[src/design/ncc_pkg.sv]
`timescale 1ns / 1ps
// ----------------------------------------------------------------------------
// ncc_pkg
// Shared types and constants for the nearest-centroid colour classifier.
// ----------------------------------------------------------------------------
package ncc_pkg;

    localparam int CHAN_W = 12;
    localparam int SQ_W   = 2 * CHAN_W;
    localparam int DIST_W = SQ_W + 2;
    localparam int IDX_W  = 4;
    localparam int CNT_W  = 5;

    localparam logic [CNT_W-1:0] CNT_RESET = 5'd16;

    localparam logic REQ_LOAD     = 1'b0;
    localparam logic REQ_CLASSIFY = 1'b1;

    typedef struct packed {
        logic [CHAN_W-1:0] y;
        logic [CHAN_W-1:0] cb;
        logic [CHAN_W-1:0] cr;
    } colour_t;

    localparam int COLOUR_W = $bits(colour_t);

endpackage

[src/design/ncc_ram.sv]
`timescale 1ns / 1ps
// ----------------------------------------------------------------------------
// ncc_ram
// Generic single-write, single-read RAM with registered read data.
// ----------------------------------------------------------------------------
module ncc_ram #(
    parameter int WIDTH = 36,
    parameter int DEPTH = 16,
    parameter int AW    = (DEPTH > 1) ? $clog2(DEPTH) : 1
) (
    input  logic             clk,
    input  logic             we,
    input  logic [AW-1:0]    waddr,
    input  logic [WIDTH-1:0] wdata,
    input  logic [AW-1:0]    raddr,
    output logic [WIDTH-1:0] rdata
);

    logic [WIDTH-1:0] mem [DEPTH];
    logic [WIDTH-1:0] rdata_reg;

    always_ff @(posedge clk)
    begin
        if (we)
        begin
            mem[waddr] <= wdata;
        end
        rdata_reg <= mem[raddr];
    end

    assign rdata = rdata_reg;

endmodule

[src/design/ncc_dist.sv]
`timescale 1ns / 1ps
// ----------------------------------------------------------------------------
// ncc_dist
// Two-stage squared-distance unit: absolute differences, then squares.
// The three squares are summed on the output side.
// ----------------------------------------------------------------------------
module ncc_dist #(
    parameter int AW = 4
) (
    input  logic                  clk,
    input  logic                  rst_n,
    input  logic                  in_vld,
    input  logic [AW-1:0]         in_idx,
    input  ncc_pkg::colour_t      pix,
    input  ncc_pkg::colour_t      cent,
    output logic                  busy,
    output logic                  out_vld,
    output logic [AW-1:0]         out_idx,
    output logic [ncc_pkg::DIST_W-1:0] out_dist
);
    import ncc_pkg::*;

    logic              s1_vld_reg, s1_vld_next;
    logic [AW-1:0]     s1_idx_reg;
    logic [CHAN_W-1:0] dy_reg, dcb_reg, dcr_reg;
    logic [CHAN_W-1:0] dy_next, dcb_next, dcr_next;

    logic              s2_vld_reg;
    logic [AW-1:0]     s2_idx_reg;
    logic [SQ_W-1:0]   sy_reg, scb_reg, scr_reg;

    function automatic logic [CHAN_W-1:0] abs_diff(input logic [CHAN_W-1:0] a,
                                                   input logic [CHAN_W-1:0] b);
        abs_diff = (a >= b) ? (a - b) : (b - a);
    endfunction

    always_comb
    begin
        s1_vld_next = in_vld;
        dy_next     = abs_diff(pix.y, cent.y);
        dcb_next    = abs_diff(pix.cb, cent.cb);
        dcr_next    = abs_diff(pix.cr, cent.cr);
    end

    always_ff @(posedge clk or negedge rst_n)
    begin
        if (!rst_n)
        begin
            s1_vld_reg <= 1'b0;
            s2_vld_reg <= 1'b0;
        end
        else
        begin
            s1_vld_reg <= s1_vld_next;
            s2_vld_reg <= s1_vld_reg;
        end
    end

    always_ff @(posedge clk)
    begin
        s1_idx_reg <= in_idx;
        dy_reg     <= dy_next;
        dcb_reg    <= dcb_next;
        dcr_reg    <= dcr_next;
        s2_idx_reg <= s1_idx_reg;
        sy_reg     <= SQ_W'(dy_reg) * SQ_W'(dy_reg);
        scb_reg    <= SQ_W'(dcb_reg) * SQ_W'(dcb_reg);
        scr_reg    <= SQ_W'(dcr_reg) * SQ_W'(dcr_reg);
    end

    assign busy     = s1_vld_reg | s2_vld_reg;
    assign out_vld  = s2_vld_reg;
    assign out_idx  = s2_idx_reg;
    assign out_dist = DIST_W'(sy_reg) + DIST_W'(scb_reg) + DIST_W'(scr_reg);

endmodule

[src/design/nearest_centroid_color_classifier_core.sv]
`timescale 1ns / 1ps
// ----------------------------------------------------------------------------
// nearest_centroid_color_classifier_core
// Classify: with n = cluster_count capped at MAX_CLUSTERS, a classify beat
// reads n centroids from the table RAM, one a cycle, and holds the input
// stalled until its result is placed in the output register, which waits
// until that register is free. Loads: one per cycle while no classify runs.
// Reset: control clears, cluster_count returns to 16; table RAM is not cleared.
// ----------------------------------------------------------------------------
module nearest_centroid_color_classifier_core #(
    parameter int MAX_CLUSTERS = 16
) (
    input  logic                        clk,
    input  logic                        rst_n,
    input  logic                        cfg_wr_en,
    input  logic [ncc_pkg::CNT_W-1:0]   cfg_wr_data,
    input  logic                        in_valid,
    output logic                        in_stall,
    input  logic                        req_type,
    input  logic [ncc_pkg::IDX_W-1:0]   entry_index,
    input  logic [ncc_pkg::CHAN_W-1:0]  chan_y,
    input  logic [ncc_pkg::CHAN_W-1:0]  chan_cb,
    input  logic [ncc_pkg::CHAN_W-1:0]  chan_cr,
    output logic                        out_valid,
    input  logic                        out_stall,
    output logic [ncc_pkg::IDX_W-1:0]   class_index
);
    import ncc_pkg::*;

    localparam int AW  = (MAX_CLUSTERS > 1) ? $clog2(MAX_CLUSTERS) : 1;
    localparam int CW  = $clog2(MAX_CLUSTERS + 1);
    localparam int EW  = (AW > IDX_W) ? AW : IDX_W;
    localparam int SW  = (CW > CNT_W) ? CW : CNT_W;

    localparam logic [1:0] ST_IDLE = 2'd0;
    localparam logic [1:0] ST_SCAN = 2'd1;
    localparam logic [1:0] ST_DONE = 2'd2;

    logic [1:0]        state_reg, state_next;
    logic [CNT_W-1:0]  count_reg, count_next;
    logic [CW-1:0]     cnt_reg, cnt_next;
    logic [CW-1:0]     addr_reg, addr_next;
    logic              rd_vld_reg, rd_vld_next;
    logic [AW-1:0]     rd_idx_reg, rd_idx_next;
    colour_t           pix_reg;
    logic [AW-1:0]     best_reg, best_next;
    logic [DIST_W-1:0] best_dist_reg, best_dist_next;
    logic              have_reg, have_next;
    logic              out_valid_reg, out_valid_next;
    logic [IDX_W-1:0]  class_index_reg, class_index_next;

    logic              in_fire;
    logic [EW-1:0]     idx_ext;
    logic              load_ok;
    logic              ram_we;
    colour_t           ram_wdata;
    colour_t           cent;
    logic [SW-1:0]     count_ext;
    logic              issue;
    logic              d_busy;
    logic              d_vld;
    logic [AW-1:0]     d_idx;
    logic [DIST_W-1:0] d_dist;
    logic [EW-1:0]     best_ext;

    assign in_fire   = in_valid && !in_stall;
    assign in_stall  = (state_reg != ST_IDLE);
    assign idx_ext   = EW'(entry_index);
    assign load_ok   = ({1'b0, idx_ext} < (EW + 1)'(MAX_CLUSTERS));
    assign ram_we    = in_fire && (req_type == REQ_LOAD) && load_ok;
    assign ram_wdata = '{y: chan_y, cb: chan_cb, cr: chan_cr};
    assign count_ext = SW'(count_reg);
    assign issue     = (state_reg == ST_SCAN) && (addr_reg < cnt_reg);
    assign best_ext  = EW'(best_reg);

    ncc_ram #(
        .WIDTH (COLOUR_W),
        .DEPTH (MAX_CLUSTERS),
        .AW    (AW)
    ) u_table (
        .clk   (clk),
        .we    (ram_we),
        .waddr (idx_ext[AW-1:0]),
        .wdata (ram_wdata),
        .raddr (addr_reg[AW-1:0]),
        .rdata (cent)
    );

    ncc_dist #(
        .AW (AW)
    ) u_dist (
        .clk      (clk),
        .rst_n    (rst_n),
        .in_vld   (rd_vld_reg),
        .in_idx   (rd_idx_reg),
        .pix      (pix_reg),
        .cent     (cent),
        .busy     (d_busy),
        .out_vld  (d_vld),
        .out_idx  (d_idx),
        .out_dist (d_dist)
    );

    always_comb
    begin
        state_next       = state_reg;
        count_next       = count_reg;
        cnt_next         = cnt_reg;
        addr_next        = addr_reg;
        rd_vld_next      = issue;
        rd_idx_next      = addr_reg[AW-1:0];
        best_next        = best_reg;
        best_dist_next   = best_dist_reg;
        have_next        = have_reg;
        out_valid_next   = out_valid_reg;
        class_index_next = class_index_reg;

        if (cfg_wr_en)
        begin
            count_next = cfg_wr_data;
        end

        // drop the result beat once taken
        if (out_valid_reg && !out_stall)
        begin
            out_valid_next = 1'b0;
        end

        if (d_vld && (!have_reg || (d_dist < best_dist_reg)))
        begin
            best_next      = d_idx;
            best_dist_next = d_dist;
            have_next      = 1'b1;
        end

        case (state_reg)
            ST_IDLE:
            begin
                if (in_fire && (req_type == REQ_CLASSIFY))
                begin
                    addr_next = '0;
                    best_next = '0;
                    have_next = 1'b0;
                    if (count_ext > SW'(MAX_CLUSTERS))
                    begin
                        cnt_next = CW'(MAX_CLUSTERS);
                    end
                    else
                    begin
                        cnt_next = CW'(count_ext);
                    end
                    state_next = ST_SCAN;
                end
            end
            ST_SCAN:
            begin
                if (issue)
                begin
                    addr_next = addr_reg + 1'b1;
                end
                else if (!rd_vld_reg && !d_busy)
                begin
                    state_next = ST_DONE;
                end
            end
            ST_DONE:
            begin
                // hold until the output register is free
                if (!out_valid_reg || !out_stall)
                begin
                    out_valid_next   = 1'b1;
                    class_index_next = best_ext[IDX_W-1:0];
                    state_next       = ST_IDLE;
                end
            end
            default:
            begin
                state_next = ST_IDLE;
            end
        endcase
    end

    always_ff @(posedge clk or negedge rst_n)
    begin
        if (!rst_n)
        begin
            state_reg     <= ST_IDLE;
            count_reg     <= CNT_RESET;
            rd_vld_reg    <= 1'b0;
            out_valid_reg <= 1'b0;
            have_reg      <= 1'b0;
            addr_reg      <= '0;
            cnt_reg       <= '0;
        end
        else
        begin
            state_reg     <= state_next;
            count_reg     <= count_next;
            rd_vld_reg    <= rd_vld_next;
            out_valid_reg <= out_valid_next;
            have_reg      <= have_next;
            addr_reg      <= addr_next;
            cnt_reg       <= cnt_next;
        end
    end

    always_ff @(posedge clk)
    begin
        if (in_fire && (req_type == REQ_CLASSIFY))
        begin
            pix_reg <= ram_wdata;
        end
        rd_idx_reg      <= rd_idx_next;
        best_reg        <= best_next;
        best_dist_reg   <= best_dist_next;
        class_index_reg <= class_index_next;
    end

    assign out_valid   = out_valid_reg;
    assign class_index = class_index_reg;

endmodule

[config.mk]
export PLATFORM = sky130hd
export DESIGN_NAME = nearest_centroid_color_classifier_core
export DESIGN_NICKNAME = d
export VERILOG_FILES = /design/src/design/ncc_pkg.sv /design/src/design/ncc_ram.sv /design/src/design/ncc_dist.sv /design/src/design/nearest_centroid_color_classifier_core.sv
export SDC_FILE = /design/constraint.sdc
export NUM_CORES = 2
export LEC_CHECK = 0
export ABC_AREA = 1
export BUFFER_PORTS_ARGS = -buffer_cell sky130_fd_sc_hd__buf_2
export CAP_MARGIN = 20
export CORE_ASPECT_RATIO = 1.75
export CORE_MARGIN = 5
export CORE_UTILIZATION = 30
export CTS_CLUSTER_SIZE = 8
export DETAILED_ROUTE_END_ITERATION = 10
export HOLD_SLACK_MARGIN = 0.05
export MAX_ROUTING_LAYER = met4
export SYNTH_ARGS = -nofsm -noshare
export SYNTH_HDL_FRONTEND = slang
export SYNTH_HIERARCHICAL = 1
export SYNTH_SLANG_ARGS = --single-unit
[constraint.sdc]
create_clock -name clk -period 15 [get_ports clk]
set_input_delay 2.25 -clock clk [delete_from_list [all_inputs] [get_ports clk]]
set_output_delay 2.25 -clock clk [all_outputs]
set_load 0.02 [all_outputs]
==> results.py <==
metrics = {
    "floorplan": {
        "die-height_um": 556,
        "initial_core_util_pct": 30.2,
        "die_x_um": 322,
        "rows": 200,
        "io_pins": 57,
        "core_area_um2": 170000,
        "die-area_um2": 179000,
    },
    "routing": {
        "vias": 37600,
        "routed_wirelength_mm": 137,
        "viasPerCell": 4.59,
        "antenna_left": 0,
        "remaining_drc_errors": 0,
        "drtIter0Drc": 2333,
        "wl_per_cell_um": 16.7,
        "first_pass_iters": 5,
    },
    "yosys": {
        "synth-compound-area-share_pct": 3.83,
        "muxShareOfSynthArea_pct": 0.0660,
        "synth_top_cell_by_area": "edfxtp_1",
        "ys_seq_elements": 821,
        "yosysUniqueCellTypes": 53,
        "synth_top_area_share_pct": 37.7,
        "syn-mean-instance-area_um2": 8.78,
        "synth_top_family_by_area": "simple AND/OR/NAND/NOR gates",
        "syn_inst": 5830,
        "synthAdderAreaFrac_pct": 17.4,
        "synth_async_sr_flop_share_pct": 2.68,
        "synth_ff_type": "edfxtp_1",
        "synth_nets": 6445,
        "ys_top_cells_by_area": "edfxtp_1 38%, nand2_1 12%, fa_1 9.6%, inv_1 9.3%, ha_1 7.8%",
        "netlist_area_um2": 51200,
        "yosysWarnings": 6,
        "yosysSeqAreaShare_pct": 44.9,
        "synth-simple-area-share_pct": 20.5,
        "synth_xor_area_share_pct": 2.09,
        "synth_edf_count": 642,
    },
    "setup_path": {
        "cp-end-kind": "register",
        "worst-path-max-fanout": 26,
        "crit_type": "register to register",
        "cp-start-kind": "register",
        "critPathRequiredTime_ps": 15310,
        "cp_data_arrival_time_ps": 5820,
    },
    "global_routing": {
        "met3_usage_pct": 1.85,
        "grt_pass1_vias": 39000,
        "grt_use_total_pct": 15.5,
        "use_met2_pct": 29.8,
        "antenna_found_initial": 16,
        "grt_busiest_layer": "met2",
        "overflow": 0,
        "met1_usage_pct": 14.8,
        "grt_max_degree": 115,
        "grt_pass1_wl_mm": 213,
    },
    "cts": {
        "cts-buffers-inserted": 113,
        "h-tree-depth": 3,
        "ctsResizeCount": 0,
        "cts.clk_slew.worst_paths_ps": 50,
        "clk_latency_ps": 720,
        "cts_tree": "built",
        "cts_buffer_depth": 3,
        "clock-sinks": 821,
        "clockRootBuffer": "clkbuf_16",
        "post_cts_buffers": 0,
        "hold_buffers": 0,
    },
    "timing": {
        "fmax_mhz": 181,
        "maxSlewHeadroom_pct": 31.1,
        "finalSetupViolations": 0,
        "worst_pin_slew_ps": 1030,
        "period_share_pct": 36.8,
        "fin_skew_ps": 84.8,
        "rsz0062_at_grt": "no",
        "setup_tns_ps": 0,
        "hold_violations": 0,
        "min_period_ps": 5520,
        "drv_slew": 0,
    },
    "layout": {
        "nets": 6476,
        "finalInstanceArea_um2": 57100,
        "stdcell_count": 8192,
        "syn_to_final_growth_pct": 11.6,
        "largest_reg_flops": 576,
        "multi_input_area_um2": 22600,
        "fill_cells": 17400,
        "drive_gt1_share_pct": 5.11,
        "ff_latch_area_um2": 23000,
    },
    "outcome": {
        "status": "completed",
    },
    "placed_design": {
        "dp.cells": 7968,
        "place_area_um2": 53700,
        "port_buffers": 56,
        "dpl.hpwl_mm": 94.3,
        "gp_congestion": 0.986,
    },
    "run": {
        "cap_violations": 0,
    },
    "min_path": {
        "hold_class": "register to register",
    },
}
## worst max-delay path, cell delays in order (launching register included)
cell,delay [ps]
dfxtp_1,300
ha_1,430
nand2_1,140
inv_1,80
nand2_1,100
nor3_1,710
nand3_1,400
nand4_1,200
nand2_1,70
ha_1,350
nand2_1,100
nor2_1,190
nand2_1,100
nor2_1,90
nand2_1,60
nand3_1,160
nand2_1,90
a21oi_2,160
ha_1,280
a21o_1,180
nor2_1,130
nand2_1,120
a21oi_2,130
nand2_2,90
a21boi_2,120
buf_4,350
## layout by cell type, fill, tap and decap left out, types with 8 or more instances in the layout
cell type,synthesis,layout
buf_4,33,31
nor2_2,8,8
buf_2,51,56
inv_2,13,15
nand3_1,552,552
diode_2,0,17
a21o_1,13,13
nor2_4,4,20
ha_1,319,319
o21bai_1,22,22
o21ai_1,16,16
nand4_1,67,67
o21ai_2,10,10
clkbuf_16,0,113
xnor2_1,28,28
dfrtp_1,21,17
o21ai_0,93,93
dfxtp_1,157,157
edfxtp_1,642,642
a21oi_1,171,171
nor3_1,18,18
inv_1,1269,1268
nand2_1,1595,1595
nand3b_1,11,11
clkbuf_1,58,84
nand2_2,9,9
nor2_1,228,212
fa_1,245,245
xor2_1,94,94
## final timing paths
kind                                         endpoint  depth (start not counted)  slack (ps)                          from
setup / recovery           best_dist_reg[5]$_DFFE_PN_                         25        9480     u_dist/sy_reg[17]$_DFF_P_
max in group asynchronous     addr_reg[0]$_DFFE_PN0P_                          1       13060                         rst_n
hold / removal              u_dist/out_idx[2]$_DFF_P_                          0         320  u_dist/s1_idx_reg[2]$_DFF_P_
hold reg to reg             u_dist/out_idx[2]$_DFF_P_                          0         320  u_dist/s1_idx_reg[2]$_DFF_P_
setup reg to reg           best_dist_reg[5]$_DFFE_PN_                         25        9480     u_dist/sy_reg[17]$_DFF_P_
min in group asynchronous         out_valid$_DFF_PN0_                          1        1550                         rst_n
## synth_stat cells, drive strengths merged (5+ instances only)
| cell | number |
|---|---|
| o21ai | 119 |
| nor3 | 22 |
| inv | 1284 |
| o21bai | 22 |
| a21o | 13 |
| ha | 319 |
| nand4 | 68 |
| nand3 | 555 |
| or2 | 6 |
| xor2 | 94 |
| dfxtp | 157 |
| buf | 111 |
| dfrtp | 21 |
| nor2 | 240 |
| xnor2 | 28 |
| nand3b | 11 |
| nand2 | 1605 |
| clkbuf | 60 |
| o21a | 5 |
| o211ai | 7 |
| a21oi | 176 |
| fa | 245 |
| edfxtp | 642 |
## stage by stage
step / util, % / hold slack (ps) / worst slack (ps)
detailed placement: 31.7 / 312 / 9790
CTS: 33.6 / 319 / 9790
floorplan: - / 310 / 9360
global route: 33.7 / 329 / 9080
finish: 33.7 / 318 / 9480
global placement: 31.7 / 310 / 9810
## cell type report
| cell class | count | share of cell area [%] |
|---|---|---|
| Clock buffer | 200 | 5.58 |
| Antenna cell | 17 | 0.0745 |
| Timing Repair Buffer | 87 | 0.898 |
| Tap cell | 2222 | 4.87 |
| Multi-Input combinational cell | 3553 | 39.6 |
| Inverter | 1285 | 8.46 |
| Clock inverter | 7 | 0.287 |
| Sequential cell | 821 | 40.3 |
## layer usage
metal,vias up,wire [um]
met1,18000,47500
met4,0,8410
met3,375,5270
met5,-,0
li1,18300,-
met2,903,75600
## kinds of logic (layout without fill, tap and decap cells)
kind of cell / after synthesis / after routing
AOI/OAI and AO/OA: 351 / 351
xor gates and xnor gates: 122 / 122
adders and majority gates: 564 / 564
buffers and inverters: 1456 / 1579
DFF: 821 / 821
muxes: 3 / 3
other: 0 / 17
and+or+nand+nor: 2513 / 2513
Power is left out: the tool's default activity adds up to more than one toggle a clock period on the data nets, which glitch-free logic cannot reach.
